<file path="src/rtl/i2cram_pkg.sv">
// Shared types, constants and helpers for the I2C register access master.
package i2cram_pkg;

    localparam int CFG_DATA_W = 16;

    // Command codes carried by an input item.
    localparam logic [1:0] CMD_NONE  = 2'd0;
    localparam logic [1:0] CMD_WRITE = 2'd1;
    localparam logic [1:0] CMD_READ  = 2'd2;

    // Configuration register indexes.
    localparam logic [1:0] CFG_BIT_DELAY  = 2'd0;
    localparam logic [1:0] CFG_WRITE_WAIT = 2'd1;
    localparam logic [1:0] CFG_DEV_ADDR   = 2'd2;

    localparam logic [9:0]  BIT_DELAY_RESET  = 10'd18;
    localparam logic [15:0] WRITE_WAIT_RESET = 16'd250;
    localparam logic [6:0]  DEV_ADDR_RESET   = 7'd111;

    localparam logic [5:0] PH_IDLE = 6'd63;

    // Byte-action offsets inside a written or read byte.
    localparam logic [4:0] WB_ACK_RELEASE = 5'd24;
    localparam logic [4:0] WB_ACK_HIGH    = 5'd25;
    localparam logic [5:0] WB_ACK_SAMPLE  = 6'd26;
    localparam logic [4:0] RB_LAST_BIT    = 5'd16;
    localparam logic [5:0] RB_SAMPLE_MAX  = 6'd15;

    // Position of an action within its three-action data bit.
    localparam logic [1:0] MOD3_TAB [32] = '{
        2'd0, 2'd1, 2'd2, 2'd0, 2'd1, 2'd2, 2'd0, 2'd1,
        2'd2, 2'd0, 2'd1, 2'd2, 2'd0, 2'd1, 2'd2, 2'd0,
        2'd1, 2'd2, 2'd0, 2'd1, 2'd2, 2'd0, 2'd1, 2'd2,
        2'd0, 2'd1, 2'd2, 2'd0, 2'd1, 2'd2, 2'd0, 2'd1
    };

    typedef enum logic [2:0] {
        SEG_START,
        SEG_WBYTE,
        SEG_STOP,
        SEG_RESTART,
        SEG_RBYTE,
        SEG_WAIT,
        SEG_END
    } seg_t;

    typedef struct packed {
        logic [1:0] command;
        logic [7:0] target_reg;
        logic [7:0] write_data;
        logic       sda_in;
    } in_item_t;

    typedef struct packed {
        logic       scl;
        logic       sda_out;
        logic       busy_res;
        logic       done_res;
        logic [7:0] read_data;
        logic       ack_ok;
    } out_item_t;

    typedef struct packed {
        logic [9:0]  bit_delay_ticks;
        logic [15:0] write_wait_ticks;
        logic [6:0]  device_address;
    } cfg_t;

    // Which part of the transaction a byte slot holds.
    function automatic seg_t seg_of(input logic is_read, input logic [2:0] idx);
        seg_t s;
        if (is_read)
        begin
            case (idx)
                3'd0:    s = SEG_START;
                3'd1:    s = SEG_WBYTE;
                3'd2:    s = SEG_WBYTE;
                3'd3:    s = SEG_RESTART;
                3'd4:    s = SEG_WBYTE;
                3'd5:    s = SEG_RBYTE;
                3'd6:    s = SEG_STOP;
                default: s = SEG_END;
            endcase
        end
        else
        begin
            case (idx)
                3'd0:    s = SEG_START;
                3'd1:    s = SEG_WBYTE;
                3'd2:    s = SEG_WBYTE;
                3'd3:    s = SEG_WBYTE;
                3'd4:    s = SEG_STOP;
                3'd5:    s = SEG_WAIT;
                default: s = SEG_END;
            endcase
        end
        return s;
    endfunction

    // Number of line actions in a segment.
    function automatic logic [4:0] seg_len(input seg_t s, input logic wait_nz);
        logic [4:0] n;
        case (s)
            SEG_START:   n = 5'd3;
            SEG_WBYTE:   n = 5'd27;
            SEG_STOP:    n = 5'd3;
            SEG_RESTART: n = 5'd4;
            SEG_RBYTE:   n = 5'd18;
            SEG_WAIT:    n = {4'd0, wait_nz};
            default:     n = 5'd0;
        endcase
        return n;
    endfunction

endpackage

</file>
<file path="src/rtl/i2cram_seq.sv">
// Bus sequencer: transaction state and the per-tick next-state and result logic.
module i2cram_seq (
    input  logic                 clk,
    input  logic                 rst_n,
    input  logic                 step,
    input  i2cram_pkg::in_item_t item,
    input  i2cram_pkg::cfg_t     cfg,
    output i2cram_pkg::out_item_t res
);
    import i2cram_pkg::*;

    logic [5:0]  phase_reg, phase_next;
    logic [15:0] delay_reg, delay_next;
    logic [7:0]  shift_reg, shift_next;
    logic [2:0]  byte_index_reg, byte_index_next;
    logic        is_read_reg, is_read_next;
    logic [7:0]  addr_reg, addr_next;
    logic [7:0]  data_reg, data_next;
    logic [7:0]  rx_reg, rx_next;
    logic        ack_reg, ack_next;
    logic        scl_reg, scl_next;
    logic        sda_reg, sda_next;
    logic        done;

    always_comb
    begin
        logic        do_fetch;
        logic        exec_en;
        logic        sample_en;
        logic        wait_nz;
        logic [2:0]  idx0;
        logic [2:0]  idx1;
        logic [2:0]  idx2;
        logic [5:0]  ph0;
        seg_t        seg0;
        seg_t        seg1;
        seg_t        seg2;
        seg_t        eseg;
        seg_t        sseg;
        logic [2:0]  eidx;
        logic [4:0]  ep;
        logic [15:0] op_len;
        logic [7:0]  dev;
        logic [7:0]  tx;
        logic [7:0]  sh;

        phase_next      = phase_reg;
        delay_next      = delay_reg;
        shift_next      = shift_reg;
        byte_index_next = byte_index_reg;
        is_read_next    = is_read_reg;
        addr_next       = addr_reg;
        data_next       = data_reg;
        rx_next         = rx_reg;
        ack_next        = ack_reg;
        scl_next        = scl_reg;
        sda_next        = sda_reg;
        done            = 1'b0;
        do_fetch        = 1'b0;
        exec_en         = 1'b0;
        sample_en       = 1'b0;
        idx0            = byte_index_reg;
        ph0             = phase_reg;
        eseg            = SEG_END;
        eidx            = 3'd0;
        ep              = 5'd0;
        op_len          = 16'd1;
        wait_nz         = (cfg.write_wait_ticks != 16'd0);
        dev             = {cfg.device_address, 1'b0};
        tx              = 8'd0;
        sh              = shift_reg;

        if (phase_reg == PH_IDLE)
        begin
            if ((item.command == CMD_WRITE) || (item.command == CMD_READ))
            begin
                is_read_next = (item.command == CMD_READ);
                addr_next    = item.target_reg;
                data_next    = item.write_data;
                idx0         = 3'd0;
                ph0          = 6'd0;
                do_fetch     = 1'b1;
            end
        end
        else if (delay_reg != 16'd0)
        begin
            delay_next = delay_reg - 16'd1;
            sample_en  = (delay_next == 16'd0);
        end
        else
        begin
            do_fetch = 1'b1;
        end

        // A finished segment moves on to the next slot; a skipped write wait
        // can advance two slots in the same tick.
        idx1 = idx0 + 3'd1;
        idx2 = idx0 + 3'd2;
        seg0 = seg_of(is_read_next, idx0);
        seg1 = seg_of(is_read_next, idx1);
        seg2 = seg_of(is_read_next, idx2);

        if (do_fetch)
        begin
            if (seg0 == SEG_END)
            begin
                done            = 1'b1;
                byte_index_next = idx0;
            end
            else if (ph0 < {1'b0, seg_len(seg0, wait_nz)})
            begin
                exec_en = 1'b1;
                eseg    = seg0;
                eidx    = idx0;
                ep      = ph0[4:0];
            end
            else if (seg1 == SEG_END)
            begin
                done            = 1'b1;
                byte_index_next = idx1;
            end
            else if (seg_len(seg1, wait_nz) != 5'd0)
            begin
                exec_en = 1'b1;
                eseg    = seg1;
                eidx    = idx1;
            end
            else if (seg2 == SEG_END)
            begin
                done            = 1'b1;
                byte_index_next = idx2;
            end
            else
            begin
                exec_en = 1'b1;
                eseg    = seg2;
                eidx    = idx2;
            end
        end

        if (done)
        begin
            phase_next = PH_IDLE;
        end

        if (exec_en)
        begin
            byte_index_next = eidx;
            op_len = (cfg.bit_delay_ticks == 10'd0) ? 16'd1 : {6'd0, cfg.bit_delay_ticks};
            case (eidx)
                3'd1:    tx = dev;
                3'd2:    tx = addr_next;
                3'd3:    tx = data_next;
                default: tx = dev | 8'd1;
            endcase
            case (eseg)
                SEG_START:
                begin
                    if (ep == 5'd0)
                        sda_next = 1'b1;
                    else if (ep == 5'd1)
                        sda_next = 1'b0;
                    else
                        scl_next = 1'b0;
                end
                SEG_STOP:
                begin
                    if (ep == 5'd0)
                        sda_next = 1'b0;
                    else if (ep == 5'd1)
                        scl_next = 1'b1;
                    else
                        sda_next = 1'b1;
                end
                SEG_RESTART:
                begin
                    if (ep == 5'd0)
                        sda_next = 1'b1;
                    else if (ep == 5'd1)
                        scl_next = 1'b1;
                    else if (ep == 5'd2)
                        sda_next = 1'b0;
                    else
                        scl_next = 1'b0;
                end
                SEG_WBYTE:
                begin
                    if (ep == 5'd0)
                        sh = tx;
                    if (ep < WB_ACK_RELEASE)
                    begin
                        case (MOD3_TAB[ep])
                            2'd0:    sda_next = sh[7];
                            2'd1:    scl_next = 1'b1;
                            default:
                            begin
                                scl_next = 1'b0;
                                sh       = {sh[6:0], 1'b0};
                            end
                        endcase
                    end
                    else if (ep == WB_ACK_RELEASE)
                        sda_next = 1'b1;
                    else if (ep == WB_ACK_HIGH)
                        scl_next = 1'b1;
                    else
                        scl_next = 1'b0;
                    shift_next = sh;
                end
                SEG_RBYTE:
                begin
                    if (ep == 5'd0)
                        sh = 8'd0;
                    if (ep < RB_LAST_BIT)
                    begin
                        if (!ep[0])
                        begin
                            sda_next = 1'b1;
                            scl_next = 1'b1;
                        end
                        else
                            scl_next = 1'b0;
                    end
                    else if (ep == RB_LAST_BIT)
                    begin
                        sda_next = 1'b1;
                        scl_next = 1'b1;
                        rx_next  = sh;
                    end
                    else
                    begin
                        scl_next = 1'b0;
                        sda_next = 1'b1;
                    end
                    shift_next = sh;
                end
                default:
                begin
                    op_len = wait_nz ? cfg.write_wait_ticks : 16'd1;
                end
            endcase
            phase_next = {1'b0, ep} + 6'd1;
            delay_next = op_len - 16'd1;
            sample_en  = (op_len == 16'd1);
        end

        // SDA is sampled on the last tick of an SCL-high action.
        sseg = seg_of(is_read_next, byte_index_next);
        if (sample_en)
        begin
            if ((sseg == SEG_WBYTE) && (phase_next == WB_ACK_SAMPLE))
                ack_next = ~item.sda_in;
            else if ((sseg == SEG_RBYTE) && phase_next[0] && (phase_next <= RB_SAMPLE_MAX))
                shift_next = {shift_next[6:0], item.sda_in};
        end
    end

    always_ff @(posedge clk or negedge rst_n)
    begin
        if (!rst_n)
        begin
            phase_reg      <= PH_IDLE;
            delay_reg      <= 16'd0;
            shift_reg      <= 8'd0;
            byte_index_reg <= 3'd0;
            is_read_reg    <= 1'b0;
            addr_reg       <= 8'd0;
            data_reg       <= 8'd0;
            rx_reg         <= 8'd0;
            ack_reg        <= 1'b1;
            scl_reg        <= 1'b1;
            sda_reg        <= 1'b1;
        end
        else if (step)
        begin
            phase_reg      <= phase_next;
            delay_reg      <= delay_next;
            shift_reg      <= shift_next;
            byte_index_reg <= byte_index_next;
            is_read_reg    <= is_read_next;
            addr_reg       <= addr_next;
            data_reg       <= data_next;
            rx_reg         <= rx_next;
            ack_reg        <= ack_next;
            scl_reg        <= scl_next;
            sda_reg        <= sda_next;
        end
    end

    always_comb
    begin
        res.scl       = scl_next;
        res.sda_out   = sda_next;
        res.busy_res  = (phase_next != PH_IDLE);
        res.done_res  = done;
        res.read_data = rx_next;
        res.ack_ok    = ack_next;
    end

endmodule

</file>
<file path="src/rtl/i2c_register_access_master_top.sv">
// Top level: configuration registers, sequencer and result register with skid stage.
// Each item's result is registered, via the skid stage while res_stall holds it.
// One item per cycle while item_stall is low; each moves the sequencer by one tick.
// A skid stage lets one more item in while a finished result waits on res_stall.
// Reset clears the sequencer to idle with both lines released and the ack flag set,
// and loads the bit delay, write wait and device address with their default values.
module i2c_register_access_master_top (
    input  logic                               clk,
    input  logic                               rst_n,
    input  logic                               item_valid,
    output logic                               item_stall,
    input  i2cram_pkg::in_item_t               item_data,
    output logic                               res_valid,
    input  logic                               res_stall,
    output i2cram_pkg::out_item_t              res_data,
    input  logic                               cfg_we,
    input  logic [1:0]                         cfg_index,
    input  logic [i2cram_pkg::CFG_DATA_W-1:0]  cfg_data
);
    import i2cram_pkg::*;

    cfg_t      cfg_reg;
    out_item_t step_res;
    out_item_t out_reg;
    out_item_t skid_reg;
    logic      out_valid_reg;
    logic      skid_valid_reg;
    logic      accept;
    logic      out_free;

    assign accept   = item_valid && !skid_valid_reg;
    assign out_free = !out_valid_reg || !res_stall;

    always_ff @(posedge clk or negedge rst_n)
    begin
        if (!rst_n)
        begin
            cfg_reg.bit_delay_ticks  <= BIT_DELAY_RESET;
            cfg_reg.write_wait_ticks <= WRITE_WAIT_RESET;
            cfg_reg.device_address   <= DEV_ADDR_RESET;
        end
        else if (cfg_we)
        begin
            case (cfg_index)
                CFG_BIT_DELAY:  cfg_reg.bit_delay_ticks  <= cfg_data[9:0];
                CFG_WRITE_WAIT: cfg_reg.write_wait_ticks <= cfg_data[15:0];
                CFG_DEV_ADDR:   cfg_reg.device_address   <= cfg_data[6:0];
                default:        ;
            endcase
        end
    end

    i2cram_seq u_seq (
        .clk   (clk),
        .rst_n (rst_n),
        .step  (accept),
        .item  (item_data),
        .cfg   (cfg_reg),
        .res   (step_res)
    );

    always_ff @(posedge clk or negedge rst_n)
    begin
        if (!rst_n)
        begin
            out_valid_reg  <= 1'b0;
            skid_valid_reg <= 1'b0;
        end
        else if (out_free)
        begin
            if (skid_valid_reg)
            begin
                out_valid_reg  <= 1'b1;
                skid_valid_reg <= 1'b0;
            end
            else
            begin
                out_valid_reg <= accept;
            end
        end
        else if (accept)
        begin
            skid_valid_reg <= 1'b1;
        end
    end

    always_ff @(posedge clk)
    begin
        if (out_free)
        begin
            out_reg <= skid_valid_reg ? skid_reg : step_res;
        end
        else if (accept)
        begin
            skid_reg <= step_res;
        end
    end

    assign item_stall = skid_valid_reg;
    assign res_valid  = out_valid_reg;
    assign res_data   = out_reg;

endmodule

</file>
<file path="config.mk">
export PLATFORM = sky130hd
export DESIGN_NAME = i2c_register_access_master_top
export DESIGN_NICKNAME = d
export VERILOG_FILES = /design/src/rtl/i2cram_pkg.sv /design/src/rtl/i2cram_seq.sv /design/src/rtl/i2c_register_access_master_top.sv
export SDC_FILE = /design/constraint.sdc
export NUM_CORES = 1
export LEC_CHECK = 0
export BUFFER_PORTS_ARGS = -buffer_cell sky130_fd_sc_hd__clkbuf_2
export CAP_MARGIN = 20
export CORE_ASPECT_RATIO = 0.7
export CORE_MARGIN = 10
export CORE_UTILIZATION = 60
export DETAILED_ROUTE_END_ITERATION = 8
export PLACE_DENSITY = 0.79
export SLEW_MARGIN = 15
export SYNTH_ARGS = -nofsm -noshare
export SYNTH_HDL_FRONTEND = slang
export SYNTH_HIERARCHICAL = 1
export SYNTH_SLANG_ARGS = --single-unit
</file>
<file path="constraint.sdc">
create_clock -name clk -period 9.6 [get_ports clk]
set_input_delay 0.48 -clock clk [delete_from_list [all_inputs] [get_ports clk]]
set_output_delay 0.48 -clock clk [all_outputs]
set_load 0.05 [all_outputs]
</file>
# Yosys cells after proc, flatten, opt, wreduce, memory -nomap -nowiden
# Memories as Yosys holds them, arrays and structs flattened.
# Index checks and enable logic that the tools add are counted.
# op_classes
n_mux,131
mul,0
n_reduce_logical,43
n_lt_le_gt_ge,5
bitwise,3
shift,0
div,0
add_sub_neg,5
eq_ne,61
# ops
cell,count
8-bit two-way mux,16
16-bit two-way mux,6
3-bit two-way mux,25
3-bit equality test (second input constant),21
3-bit case mux with 5 select lines,4
1-bit two-way mux,52
5-bit case mux with 5 select lines,2
3-bit by 2-bit equality test with 1-bit output (second input constant),16
3-bit case mux with 4 select lines,4
5-bit two-way mux,9
16-bit nonzero test,2
16-bit by 1-bit subtractor with 16-bit output (second input constant),2
3-bit by 1-bit equality test with 1-bit output (second input constant),9
6-bit two-way mux,4
8-bit case mux with 3 select lines,1
3-bit OR reduction,8
3-bit logical NOT,7
16-bit by 1-bit equality test with 1-bit output (second input constant),1
16-bit logical NOT,1
8-bit case mux with 2 select lines,1
5-bit equality test (second input constant),3
13-bit two-way mux,1
10-bit logical NOT,1
5-bit less-than comparator (second input constant),2
31 further kinds,50
# totals
regBits,122
n_memories,1
romBits,64
ram_bits,0
latchBits,0
in_bits,42
word_cells,277
output_inout_bits,15
# memory_table
name,words,width,rd,rd_ports_with_merged_regs,wr,line_no,source
(name not given),32,2,1,0,0,i2cram_seq.sv:192,case (MOD3_TAB[ep])

# Logic depth before layout (Yosys ltp)
# Gate-level depths: netlist of run 1.
# depth
word_depth,34
depth_mapped,39
ltp_nobuf,35

# By module
# Netlist of run 1, hierarchy kept.
# by_module_without_submodules
module,cells_per_inst,area_each_um2,seq_area_each_um2,instances
i2cram_seq,836,6567.5,1537.7,1
i2c_register_access_master_top,120,2333.5,1674.1,1

# Least setup slack after synthesis of run 1
# No wires, ideal clock.
# synth_path
path_kind,in2reg
startpoint,input port item_data[17] (netlist name)
endpoint,"register out_reg, in the netlist res_data[0], data pin"
setup_ns,0.260
path_stages,35
required_time_ns,9.340
setup_slack_ns,1.100
n_path_buf,4
t_arrival_ns,8.240
path_cell_list,inv_1 > ha_1 > nand4b_2 > nand2b_1 > clkbuf_1 > and2_1 > clkbuf_1 > clkinv_1 > ha_1 > clkbuf_1 > or4_1 > o21ai_0 > nor2_1 > o21ai_0 > ha_1 > and2_1 > a221o_1 > nor2_1 > o21ai_0 > o31ai_4 > nand2_1 > nor2_1 > nand2_1 > inv_1 > ha_1 > nand4_1 > xor2_1 > a311oi_1 > nor3_1 > or3_1 > or4_1 > a211oi_1 > mux2i_1 > buf_4 > mux2_2
# synth_between
elab_chain_cells,32
elab_cells_between_ends,141
classes_between,add/sub (3); order compare (1); eq/ne (46); mux (70); reduce/logical (21)
# synth_lines
element,line_no,source
start: declaration,i2c_register_access_master_top.sv:12,"input i2cram_pkg::in_item_t item_data,"
2-bit by 1-bit equality test with 1-bit output / 2-bit equality test (equally long branches),"i2cram_seq.sv:75, i2cram_seq.sv:77",
1-bit logical OR,i2cram_seq.sv:75,if ((item.command == CMD_WRITE) || (item.command == CMD_READ))
3-bit two-way mux,i2cram_seq.sv:75,
3-bit two-way mux,i2cram_seq.sv:73,if (phase_reg == PH_IDLE)
3-bit by 1-bit adder with 3-bit output,i2cram_seq.sv:97,idx1 = idx0 + 3'd1;
"3-bit by 1-bit equality test with 1-bit output, or another cell as far along","i2cram_pkg.sv:74, i2cram_pkg.sv:87",
3-bit OR reduction (no source line),--,
3-bit case mux with 5 select lines / 3-bit case mux with 4 select lines (equally long branches),"i2cram_pkg.sv:74, i2cram_pkg.sv:87",
(+17 left out),--,
3-bit case mux with 5 select lines / 3-bit case mux with 4 select lines (equally long branches),"i2cram_pkg.sv:74, i2cram_pkg.sv:87",
3-bit two-way mux,i2cram_pkg.sv:72,if (is_read)
3-bit by 1-bit equality test with 1-bit output,i2cram_seq.sv:251,if ((sseg == SEG_WBYTE) && (phase_next == WB_ACK_SAMPLE))
1-bit logical AND,i2cram_seq.sv:251,
1-bit two-way mux,i2cram_seq.sv:251,
1-bit two-way mux *,i2cram_seq.sv:249,if (sample_en)
net u_seq.ack_next,i2cram_seq.sv:20,"logic ack_reg, ack_next;"
13-bit two-way mux *,i2c_register_access_master_top.sv:91,out_reg <= skid_valid_reg ? skid_reg : step_res;
end signal: assignment,i2c_register_access_master_top.sv:91,
end: declaration,i2c_register_access_master_top.sv:24,out_item_t out_reg;
# The timed path passes the listed nets; every way through them passes the cells marked *. The select of a mux whose other input is x is not followed.
# A chain may end at the register's enable or synchronous reset.

==> results of run 1 <==
==> worst paths after layout <==
| path | depth (start not counted) | endpoint | startpoint |
|---|---|---|---|
| worst max-delay path | 31 | res_data[0]$_DFFE_PP_ | u_seq/phase_reg[3]$_DFFE_PN1P_ |
| worst min-delay path | 2 | cfg_reg[22]$_DFFE_PN0P_ | cfg_data[15] |
| worst max register to register | 31 | res_data[0]$_DFFE_PP_ | u_seq/phase_reg[3]$_DFFE_PN1P_ |
| worst min register to register | 2 | u_seq/ack_reg$_DFFE_PN1P_ | u_seq/ack_reg$_DFFE_PN1P_ |
| max in group asynchronous | 3 | u_seq/addr_reg[7]$_DFFE_PN0P_ | rst_n |
| min in group asynchronous | 2 | u_seq/delay_reg[9]$_DFFE_PN0P_ | rst_n |
==> stage by stage <==
step | util, % | std cells | hold slack (ns) | power [W]
2_1_floorplan | - | 956 | 0.184 | 0.00156
3_3_place_gp | 63.4 | 1167 | 0.427 | 0.00182
3_5_place_dp | 63.4 | 1167 | 0.425 | 0.00183
4_1_cts | 67.2 | 1200 | 0.290 | 0.00244
5_1_grt | 67.3 | 1201 | 0.286 | 0.00261
6_report | 67.3 | 1202 | 0.297 | 0.00247
==> final cells by class <==
type | instances | area, µm²
fill | 1179 | 4780
inverter | 21 | 78.8
tap | 195 | 244
antenna | 1 | 2.50
multi-input combinational | 760 | 5360
sequential | 122 | 3210
clock buffer | 18 | 439
clock inverter | 14 | 113
timing repair buffer | 71 | 398
==> cell families after synthesis <==
logic type                 after synthesis  share of synthesized area (%)
and+or+nand+nor                        353                           20.7
AOI/OAI and AO/OA                      259                           20.8
DFF                                    122                           36.1
adders and majority gates               21                           2.95
muxes                                  107                           13.7
xor gates and xnor gates                20                           1.97
buffers and inverters                   74                           3.78
==> critical path: cells and delay by family (launching register included) <==
kind	cells	cell delay (ns)
xor gates and xnor gates	1	0.17
AOI/OAI and AO/OA	7	1.89
buffers and inverters	3	0.65
and+or+nand+nor	14	3.58
DFF	1	0.76
adders and majority gates	4	1.09
muxes	2	0.44
==> synthesized netlist by cell type, drive strengths merged, types with 8 or more instances <==
cell    instances
a21oi          53
a311oi          8
a31oi           8
and2            8
and3            9
buf            18
clkbuf         35
dfrtp          73
dfstp          23
edfxtp         26
ha             21
inv            19
mux2           85
mux2i          22
nand2          82
nand2b         10
nand3          28
nand3b         10
nand4           8
nor2           95
nor3           35
nor4           21
o211ai          8
o21ai          63
o22ai          13
o31ai          15
or3            15
xnor2          10
xor2           10
==> layer usage <==
layer	up-vias	wire length, µm
li1	3719	-
met1	3869	11700
met2	489	10700
met3	45	3170
met4	0	399
met5	-	0
==> power by group through the flow <==
stage          Sequential (W)  Clock (W)  Combinational [W]
3_5_place_dp         0.000745          0            0.00109
5_1_grt              0.000755   0.000632            0.00122
2_1_floorplan        0.000706          0           0.000852
6_report             0.000742   0.000603            0.00113
3_3_place_gp         0.000744          0            0.00108
4_1_cts              0.000738   0.000611            0.00109
==> what timing repair did <==
action / CTS / global route
hold buffers: 1 / 0
endpoints found under the setup margin: 0 / 0
hold endpoints to repair: 20 / 0
==> impl.org, run 1 <==
** Yosys
- Counting flops and latches in the post-synthesis netlist gives 122.
- Post-Synthesis Mean Instance Area :: 9.31 µm²
- Primary FF master, synth :: sky130_fd_sc_hd__dfrtp_1
- YS warnings :: 6
- After synthesis, the largest area contributor takes up 20.5% of total cell area.
- After synthesis, flip-flops and latches occupy 36.1% of the total area.
- Number of synthesized flops with an enable pin :: 26
- After synthesis the cells add up to 8900 µm².
- Leading area contributor after synthesis :: sky130_fd_sc_hd__dfrtp_1
- Counting flops with an async set or reset pin after synthesis yields a share of 78.7%.
- Count of cell types in the netlist :: 101
- Total nets after synthesis :: 1019
- Top cells by area, synth :: sky130_fd_sc_hd__dfrtp_1, sky130_fd_sc_hd__mux2_2, sky130_fd_sc_hd__edfxtp_1
- In the synthesized netlist, the number of instances is 956.

** STA
- Unrepaired setup endpoints after global routing :: no
- Final sum of negative setup slack :: 0 ns
- Across all setup checks in the final design, the least slack found is 0.743 ns.
- Clock tree skew after final layout :: 0.0110 ns
- Least-Margin Pin Slew :: 1.12 ns
- Final setup violating endpoints :: 0
- The final hold violation count was 0.
- Upper clock frequency limit :: 113 MHz
- Worst rel slew slack :: 24.7%
- Min Clock Period, post-route :: 8.86 ns
- The number of slew-limit violations in the final report came to 0.
- Share of the clock period used by the worst path after layout :: 92.3%

** Setup path
- Highest fanout seen on the critical path :: 32
- The slowest stage of the critical path is the sky130_fd_sc_hd__dfstp_2 cell.
- Required time at the endpoint of the critical path :: 9.76 ns
- In this design, the stage delay of the slowest critical-path cell is 0.76 ns.
- Counting stages on the worst path, the most repeated cell is sky130_fd_sc_hd__ha_1.
- Classification of the worst setup path :: flip-flop to flip-flop
- The worst setup path is captured at a flip-flop.
- The worst register-to-register path has a setup slack of 0.74 ns.
- STA classifies the critical path startpoint as a flip-flop.
- Crit path DAT :: 9.02 ns

** Clock tree
- Number of gates resized after cts :: 0
- Number of post-CTS setup repair buffers :: 0
- At the later pin of the worst-skew pair, clock insertion delay measures 0.42 ns.
- TritonCTS clock tree :: yes
- Clock tree synthesis selected as its root buffer the cell sky130_fd_sc_hd__clkbuf_16.
- In this run the deepest clock path goes through 2 buffers.
- For this design, the sink count on the clock tree is 122.
- After clock tree synthesis, the clock-pin slew on the worst setup and hold paths is 0.06 ns.
- Clock H-tree levels :: 4
- TritonCTS created 17 clock buffers.

** Pwr
- Switching Share :: 44.4%
- Maximum VDD drop :: 146 µV
- The share of total power dissipated in combinational logic is 45.6%.
- Leakage power :: 3.98 nW
- For this design the total switching power over the nets is 0.00110 W.
- Power density over the cells :: 251 nW/µm²
- Per report_power, the sequential group accounts for 30.0% of the total.
- The internal power of the cells totals 0.00137 W.
- Power share of the clock group :: 24.4%

** GRT
- met1 is the most crowded layer.
- Congestion Overflow GR :: 0
- Global routing met1 resource utilization :: 38.8%
- Global-route wire length before repair :: 41300 µm
- Global routing consumed, on the met3 layer, 6.44% of the routing resources.
- Global router's overall resource usage :: 25.5%
- Pin count of the biggest net entering global routing :: 69
- For met2 alone, demand over resource in global routing was 35.0%.
- The initial antenna violation count came to 1.
- The number of global-route vias before repair is 7426.

** Die
- For this design the top-level I/O count stands at 57.
- The die is 166 µm wide.
- Core area :: 14600 µm²
- Once the floorplan was initialized, standard cells occupied 60.8% of the core.
- In this run the vertical extent of the chip is 122 µm.
- Die area :: 20200 µm²
- The floorplan has 37 rows.

** Finish
- Fraction of layout cells with a size suffix above 1 :: 25.0%
- The library cells used most frequently in the layout, excluding fill and tap cells, are sky130_fd_sc_hd__nor2_1, sky130_fd_sc_hd__nand2_1, sky130_fd_sc_hd__mux2_2, sky130_fd_sc_hd__dfrtp_1, sky130_fd_sc_hd__o21ai_0.
- Compared with the post-synthesis result, the final layout area differs by 10.6%.
- Final #Nets :: 1056
- After routing the design area is 9840 µm².
- Flip-flop count of the largest register, all copies and words added :: 33
- The library cell used most frequently in the layout, excluding fill and tap cells, is sky130_fd_sc_hd__nor2_1.

** Drt
- Post-route DRC :: 0
- Number of iterations in the first detailed-routing pass :: 5
- The routed layout has 8122 vias.
- Post-Route WL :: 26000 µm
- In this run the remaining antenna-violating nets after routing total 0.
- DR vias/cell :: 6.76
- Count of routing violations after the opening detailed-route iteration :: 1241
- In the final routed layout, each cell accounts on average for 21.6 µm.

** Hold path
- Worst hold path class :: input pin to flip-flop

** Job
- Number of max-cap violations :: 0

** Placed design
- Input and output buffers added on the ports amount to 56.
- Timing analysis after detailed placement gives a worst setup slack of 0.665 ns.
- GPL Wtd Cong :: 0.991
- Cell area reported after detailed placement :: 9270 µm²
- Summed over all nets, the half-perimeter wirelength after detailed placement is 18800 µm.

** Outcome
- Result of the run :: finished, final reports clean
Power figures use the tool's default switching activity.
==> run 2, diff against run 1 <==
--- a/config.mk
+++ b/config.mk
@@ -11,7 +11,7 @@
 export CORE_MARGIN = 10
 export CORE_UTILIZATION = 60
 export DETAILED_ROUTE_END_ITERATION = 8
-export PLACE_DENSITY = 0.79
+export PLACE_DENSITY = 0.83
 export SLEW_MARGIN = 15
 export SYNTH_ARGS = -nofsm -noshare
 export SYNTH_HDL_FRONTEND = slang
==> run 2 against run 1 <==
Sequential share of layout area fell by 0.13 points; via count grew 0.17%; sequential cell count unchanged; core utilization is 0.27 points higher; clock skew grew 0.00058 ns; critical path depth rose by 1; global-route usage fell by 0.16 points; cell area grew 0.41%; sequential power about the same; non-clock buffer count stayed put; clock-buffer cell count is 1 higher; fmax hardly changed.
==> impl.org, run 2 (synthesis gave the netlist of run 1 again) <==
** Finish
- Flip-flop count of the largest register, all copies and words added :: 33
- Layout filler cell count :: 1181
- Leaving out fill and tap cells, the most frequent cell in the layout is sky130_fd_sc_hd__nor2_1.
- The library cells used most frequently in the layout, excluding fill and tap cells, are sky130_fd_sc_hd__nor2_1, sky130_fd_sc_hd__nand2_1, sky130_fd_sc_hd__mux2_2, sky130_fd_sc_hd__dfrtp_1, sky130_fd_sc_hd__o21ai_0.
- Layout Cells excl Fill :: 1202
- Area growth from synthesis to layout :: 11.0%
- In the final layout, the share of cells above drive strength 1 is 25.0%.
- The net count of the finished layout is 1056.

** Clock tree
- TritonCTS built the clock tree.
- Number of clock sinks :: 122
- The H-tree was split into 4 levels.
- Maximum root-to-sink buffer count :: 2
- Number of post-CTS setup repair buffers :: 0
- Clock root buffer master :: sky130_fd_sc_hd__clkbuf_16
- TritonCTS created 17 clock buffers.
- Worst-skew pair later-pin latency :: 0.42 ns
- Clock-pin slew was measured on the worst setup and hold paths at 0.06 ns.

** STA
- Final-report max-slew violation count :: 0
- After layout, the minimum clock period comes to 8.87 ns.
- Unrepaired setup endpoints after global routing :: no
- For the final routed database, the setup TNS stands at 0 ns.
- Worst rel slew slack :: 23.4%
- Setup violations remaining at the end of the flow were counted as 0.
- Based on the critical path, the design can be clocked at up to 113 MHz.
- The final hold violation count is 0.
- For the final database, setup skew stands at 0.0116 ns.
- Least-Margin Pin Slew :: 1.14 ns
- Share of the clock period used by the worst path after layout :: 92.4%

** Placed design
- The number of placed instances, taps included, is 1167.
- Routability-driven placement finished with a final weighted congestion of 1.01.
- The wire-length estimate of the detail-placed layout is 18400 µm.
- Port-buffer cells :: 56

** GRT
- The first global-routing pass estimated 41200 µm of wire.
- Congestion Overflow GR :: 0
- Vias in the first global route :: 7652
- The initial antenna violation count is 2.
- Pin count of the biggest net entering global routing :: 80
- Global router's overall resource usage :: 25.4%

** Setup path
- Slowest stage cell, crit path :: sky130_fd_sc_hd__dfstp_2
- Slowest Stage Delay on Critical Path :: 0.75 ns
- Crit path DAT :: 9.03 ns
- Required time at the endpoint of the critical path :: 9.76 ns
- Crit end category :: flip-flop
- Classification of the worst setup path :: flip-flop to flip-flop
- CP startpoint kind :: flip-flop
- Of all nets on the critical path, the largest fanout is 19.

** Drt
- For this block, the initial DRC count from the detailed router was 1232.
- Summing over every cut layer, the via total after detailed routing is 8136.
- After detailed routing, the total wire length is 25800 µm.
- In the detailed route, the total length drawn on met3 is 3210 µm.
- Metal-1 WL :: 11200 µm
- DR vias/cell :: 6.77
- Remaining antenna violation count after routing :: 0
- The detailed router used layers up to and including met5.
- Routed WL per cell :: 21.5 µm
- In the routed design, unresolved DRC markers number 0.
- Wire segments on met2 add up to 10900 µm in the final route.
- Number of iterations in the first detailed-routing pass :: 8

** Die
- Core area :: 14600 µm²
- Number of standard-cell rows in the floorplan :: 37
- Initial Utilization :: 60.8%
- Floorplan die width :: 166 µm
- In this run the count of I/O pins placed on the die edge is 57.
- Die area :: 20200 µm²
- Vertical die dimension :: 122 µm

** Pwr
- Across the VDD grid, the largest voltage drop is 129 µV.
- Power density over the cells :: 252 nW/µm²
- Per report_power, the sequential group accounts for 29.8% of the total.
- NetSw :: 0.00108 W
- Power share of the clock group :: 25.0%
- Combinational share of power :: 45.2%
- Cell internal power was estimated by the tool at 0.00141 W.
- Switching Share :: 43.5%
- Leakage power :: 3.99 nW

** Hold path
- The min-delay analysis places its worst path in the category input pin to flip-flop.

** Outcome
- Result of the run :: finished, final reports clean

** Job
- The tool flagged a number of max-cap violations equal to 0.
[run 2: final cells by class]
type                    instances  area, µm²  area share (%)
clock inverters                13        118            1.19
repair buffers                 71        418            4.23
flip-flops and latches        122       3210            32.5
well taps                     195        244            2.47
clock buffers                  19        454            4.59
diodes                          1       2.50          0.0253
multi-input cells             760       5360            54.2
inverters                      21       78.8           0.797
[run 2: worst paths after layout]
path	from	endpoint	slack, ns	cells past startpoint
max in group asynchronous	rst_n	cfg_reg[2]$_DFFE_PN1P_	8.09	4
worst min-delay path	cfg_data[12]	cfg_reg[19]$_DFFE_PN0P_	0.30	2
worst min register to register	u_seq/ack_reg$_DFFE_PN1P_	u_seq/ack_reg$_DFFE_PN1P_	0.49	2
min in group asynchronous	rst_n	item_stall$_DFFE_PN0P_	0.47	2
worst max-delay path	u_seq/phase_reg[3]$_DFFE_PN1P_	res_data[0]$_DFFE_PP_	0.73	32
worst max register to register	u_seq/phase_reg[3]$_DFFE_PN1P_	res_data[0]$_DFFE_PP_	0.73	32
[run 2: critical path: cells and delay by family, from the launching register on]
family          cells  cell delay (ns)
mux                 2             0.44
compound gates      7             2.13
flops               1             0.75
xor+xnor            1             0.19
simple gates       15             3.43
buf+inv             3             0.61
fa+ha+maj           4             1.07
[run 2: metrics by stage]
step	cell area [µm²]	hold WS, ns	utilization [%]	worst slack, ns	power (W)
2_1_floorplan	8900	0.184	-	1.10	0.00156
3_3_place_gp	9270	0.364	63.4	1.13	0.00180
3_5_place_dp	9270	0.366	63.4	0.759	0.00182
4_1_cts	9850	0.283	67.3	0.942	0.00246
5_1_grt	9880	0.301	67.6	0.136	0.00263
6_report	9880	0.301	67.6	0.734	0.00249
[run 2: metal layers]
| metal | vias up | global-route usage [%] |
|---|---|---|
| li1 | 3709 | - |
| met1 | 3817 | 36.5 |
| met2 | 540 | 35.4 |
| met3 | 68 | 7.72 |
| met4 | 2 | 8.59 |
| met5 | - | 0 |
[run 2: power groups by stage]
stage	combinational [W]	clock (W)	sequential, W
finish	0.00113	0.000622	0.000743
global route	0.00122	0.000655	0.000754
CTS	0.00109	0.000632	0.000737
detailed placement	0.00108	0	0.000743
global placement	0.00106	0	0.000739
floorplan	0.000852	0	0.000706
[run 2: what timing repair did]
action                                 4_1_cts  5_1_grt
hold buffers                                 1        0
gates resized for setup                      0        0
endpoints found under the hold margin       12        0
==> run 3, diff against run 2 <==
--- a/config.mk
+++ b/config.mk
@@ -7,10 +7,11 @@
 export LEC_CHECK = 0
 export BUFFER_PORTS_ARGS = -buffer_cell sky130_fd_sc_hd__clkbuf_2
 export CAP_MARGIN = 20
-export CORE_ASPECT_RATIO = 0.7
+export CORE_ASPECT_RATIO = 1.25
 export CORE_MARGIN = 10
 export CORE_UTILIZATION = 60
 export DETAILED_ROUTE_END_ITERATION = 8
+export GPL_TIMING_DRIVEN = 0
 export PLACE_DENSITY = 0.83
 export SLEW_MARGIN = 15
 export SYNTH_ARGS = -nofsm -noshare
==> run 3 against run 2 <==
Routed wire length up 3.7%; non-clock buffer count rose by 41; via count grew 5.0%; hold slack got worse by 0.17 ns; global-route usage is 1.1 points higher; clock-buffer cell count decreased by 1; critical path depth rose by 1; sequential share of layout area decreased by 0.55 points; setup slack got worse by 0.067 ns; first-iteration DRC count is 13% lower; die area decreased by 0.23%; register-to-register slack worse by 0.07 ns; critical path type unchanged.
==> impl.org, run 3 (synthesis gave the netlist of run 1 again) <==
** Die
- Vertical die dimension :: 156 µm
- Core area :: 14500 µm²
- Die area :: 20100 µm²
- For this design the top-level I/O count stands at 57.
- Once the floorplan was initialized, standard cells occupied 61.5% of the core.
- From left edge to right edge, the die measures 129 µm.
- Number of standard-cell rows in the floorplan :: 49

** GRT
- Vias in the first global route :: 8259
- Summed over all layers, the global routing overflow is 0.
- Antenna violations before repair :: 0
- Global router's overall resource usage :: 26.5%
- The first global-routing pass estimated 42900 µm of wire.
- Entering global routing, the biggest net connects 97 pins.

** Drt
- After the first detailed-routing iteration, the DRC count stood at 1069.
- Post-Route WL :: 26800 µm
- For this run, design rule violations remaining after detail routing come to 0.
- The detailed router placed 8542 vias in this run.
- Remaining antenna violation count after routing :: 0
- Routed WL per cell :: 21.9 µm
- The first detailed-routing pass ran for 9 iterations.
- DR vias/cell :: 6.97

** Placed design
- Port-buffer cells :: 56
- Detailed placement ended at an HPWL of 19200 µm.
- At the end of routability-driven placement, the weighted congestion stood at 0.978.
- Count of placed standard cells including taps :: 1190
- Worst slack at placement :: -0.557 ns

** Setup path
- Data on the critical path arrives at its endpoint at 9.10 ns.
- The worst setup path is launched from a flip-flop.
- Among the stages of the critical path, the cell type that occurs most often is sky130_fd_sc_hd__ha_1.
- Classification of the worst setup path :: flip-flop to flip-flop
- Crit end category :: flip-flop
- Highest fanout seen on the critical path :: 10
- For this run, the slowest stage of the critical path takes 0.55 ns.
- Required time at the endpoint of the critical path :: 9.77 ns
- Slowest stage cell, crit path :: sky130_fd_sc_hd__or4_1

** Pwr
- Maximum VDD drop :: 141 µV
- The share of total power dissipated in the clock network is 25.9%.
- Registers are responsible for 27.9% of the overall power.
- Leakage power :: 4.08 nW
- Combinational share of power :: 46.2%
- For this design the total switching power over the nets is 0.00110 W.
- Power comes to 0.00257 W.
- Internal power consumption :: 0.00147 W
- Net switching is 42.8% of the power.
- Power spread over the standard cell area amounts to 255 nW/µm².

** Finish
- Relative to the synthesized area, the layout overhead comes to 12.9%.
- Leaving out fill and tap cells, the most frequent cell in the layout is sky130_fd_sc_hd__nor2_1.
- The post-route netlist has 24.6% of its cells at a drive strength greater than 1.
- Layout Utilization :: 69.5%
- The register with the most flip-flops in the layout has 33 of them.
- In the final design database the tool counted 1097 nets.
- Layout Cells excl Fill :: 1225
- The number of antenna diodes in the final layout is 0.
- Leaving out fill and tap cells, the most frequent cells in the layout are sky130_fd_sc_hd__nor2_1, sky130_fd_sc_hd__nand2_1, sky130_fd_sc_hd__mux2_2, sky130_fd_sc_hd__dfrtp_1.

** STA
- After layout, the minimum clock period comes to 8.93 ns.
- For the pin with the worst max-slew slack, the measured transition is 1.13 ns.
- For this run, the top clock speed supported by timing is 112 MHz.
- The final critical path takes up 93.1% of the cycle.
- Final setup violating endpoints :: 0
- Final-report max-slew violation count :: 0
- The final hold violation count was 0.
- Across all hold checks on the routed design, the worst slack comes to 0.131 ns.
- Across the routed clock network, the largest skew measured is 0.0100 ns.
- Setup repair after global routing left no endpoint under its margin.
- Worst rel slew slack :: 23.9%
- Final worst slack :: 0.667 ns

** Clock tree
- Clock-pin slew was measured on the worst setup and hold paths at 0.06 ns.
- Buffers inserted during clock tree synthesis total 17.
- Total of hold buffers inserted after clock tree synthesis :: 0
- Counting along the longest clock path gives a buffer depth of 2.
- Clock root buffer master :: sky130_fd_sc_hd__clkbuf_16
- Number of clock sinks :: 122
- TritonCTS clock tree :: yes
- CTS built an H-tree with a depth of 4.
- Clock latency on the worst-skew pair, taken at its later pin, is 0.42 ns.

** Outcome
- The flow ran to the end, and the final reports show no timing, DRC or antenna violations.

** Hold path
- Worst hold path class :: input pin to asynchronous set/reset pin

** Job
- The tool flagged a number of max-cap violations equal to 0.
[run 3: final cells by class]
type | count | area [µm²]
multi-input combinational | 760 | 5360
timing repair buffer | 60 | 319
sequential | 122 | 3210
fill | 1136 | 4420
clock buffer | 18 | 439
buffer | 52 | 255
clock inverter | 14 | 169
tap | 178 | 223
inverter | 21 | 80.1
[run 3: critical path: cells and delay by family, from the launching register on]
kind / cells / cell delay (ns)
flip-flops: 1 / 0.51
adder cells (fa/ha/maj): 4 / 1.09
AND/OR/NAND/NOR: 14 / 3.60
buffers and inverters: 5 / 0.94
XOR/XNOR: 1 / 0.18
multiplexers: 2 / 0.38
AO/OA/AOI/OAI: 7 / 1.96
[run 3: per-stage QoR]
stage          cell area (µm²)  setup TNS (ns)
6_report                 10100               0
5_1_grt                  10100               0
4_1_cts                  10000               0
3_5_place_dp              9410           -6.28
3_3_place_gp              9400           -6.63
2_1_floorplan             8900               0
[run 3: routing by layer]
metal	vias to the layer above	part of all wire, %	GRT usage (%)
met3	154	8.3	4.66
met5	-	0	0
li1	3798	-	-
met4	0	5.9	14.0
met1	4015	37	31.1
met2	575	49	45.1
[run 3: power groups by stage]
stage / Combinational, W / Clock, W / Sequential [W]
after floorplan: 0.000852 / 0 / 0.000706
after global placement: 0.00111 / 0 / 0.000715
after detailed placement: 0.00112 / 0 / 0.000719
after CTS: 0.00113 / 0.000672 / 0.000712
after global routing: 0.00128 / 0.000693 / 0.000727
final: 0.00118 / 0.000665 / 0.000715
[run 3: worst paths after layout]
| kind | start | to | slack, ns | depth (start not counted) |
|---|---|---|---|---|
| min in group clk | item_valid | res_valid$_DFFE_PN0P_ | 0.27 | 3 |
| hold reg to reg | u_seq/rx_reg[4]$_DFFE_PN0P_ | u_seq/rx_reg[4]$_DFFE_PN0P_ | 0.50 | 1 |
| max in group asynchronous | rst_n | u_seq/byte_index_reg[1]$_DFFE_PN0P_ | 8.91 | 1 |
| hold / removal | rst_n | u_seq/addr_reg[6]$_DFFE_PN0P_ | 0.13 | 1 |
| setup reg to reg | u_seq/phase_reg[3]$_DFFE_PN1P_ | res_data[0]$_DFFE_PP_ | 0.67 | 33 |
| setup / recovery | u_seq/phase_reg[3]$_DFFE_PN1P_ | res_data[0]$_DFFE_PP_ | 0.67 | 33 |
[run 3: what timing repair did]
| item | CTS | global route |
|---|---|---|
| endpoints found under the setup margin | 3 | 31 |
| gates resized for setup | 1 | 4 |
| pin swaps | 0 | 1 |
| buffers inserted | 0 | 4 |
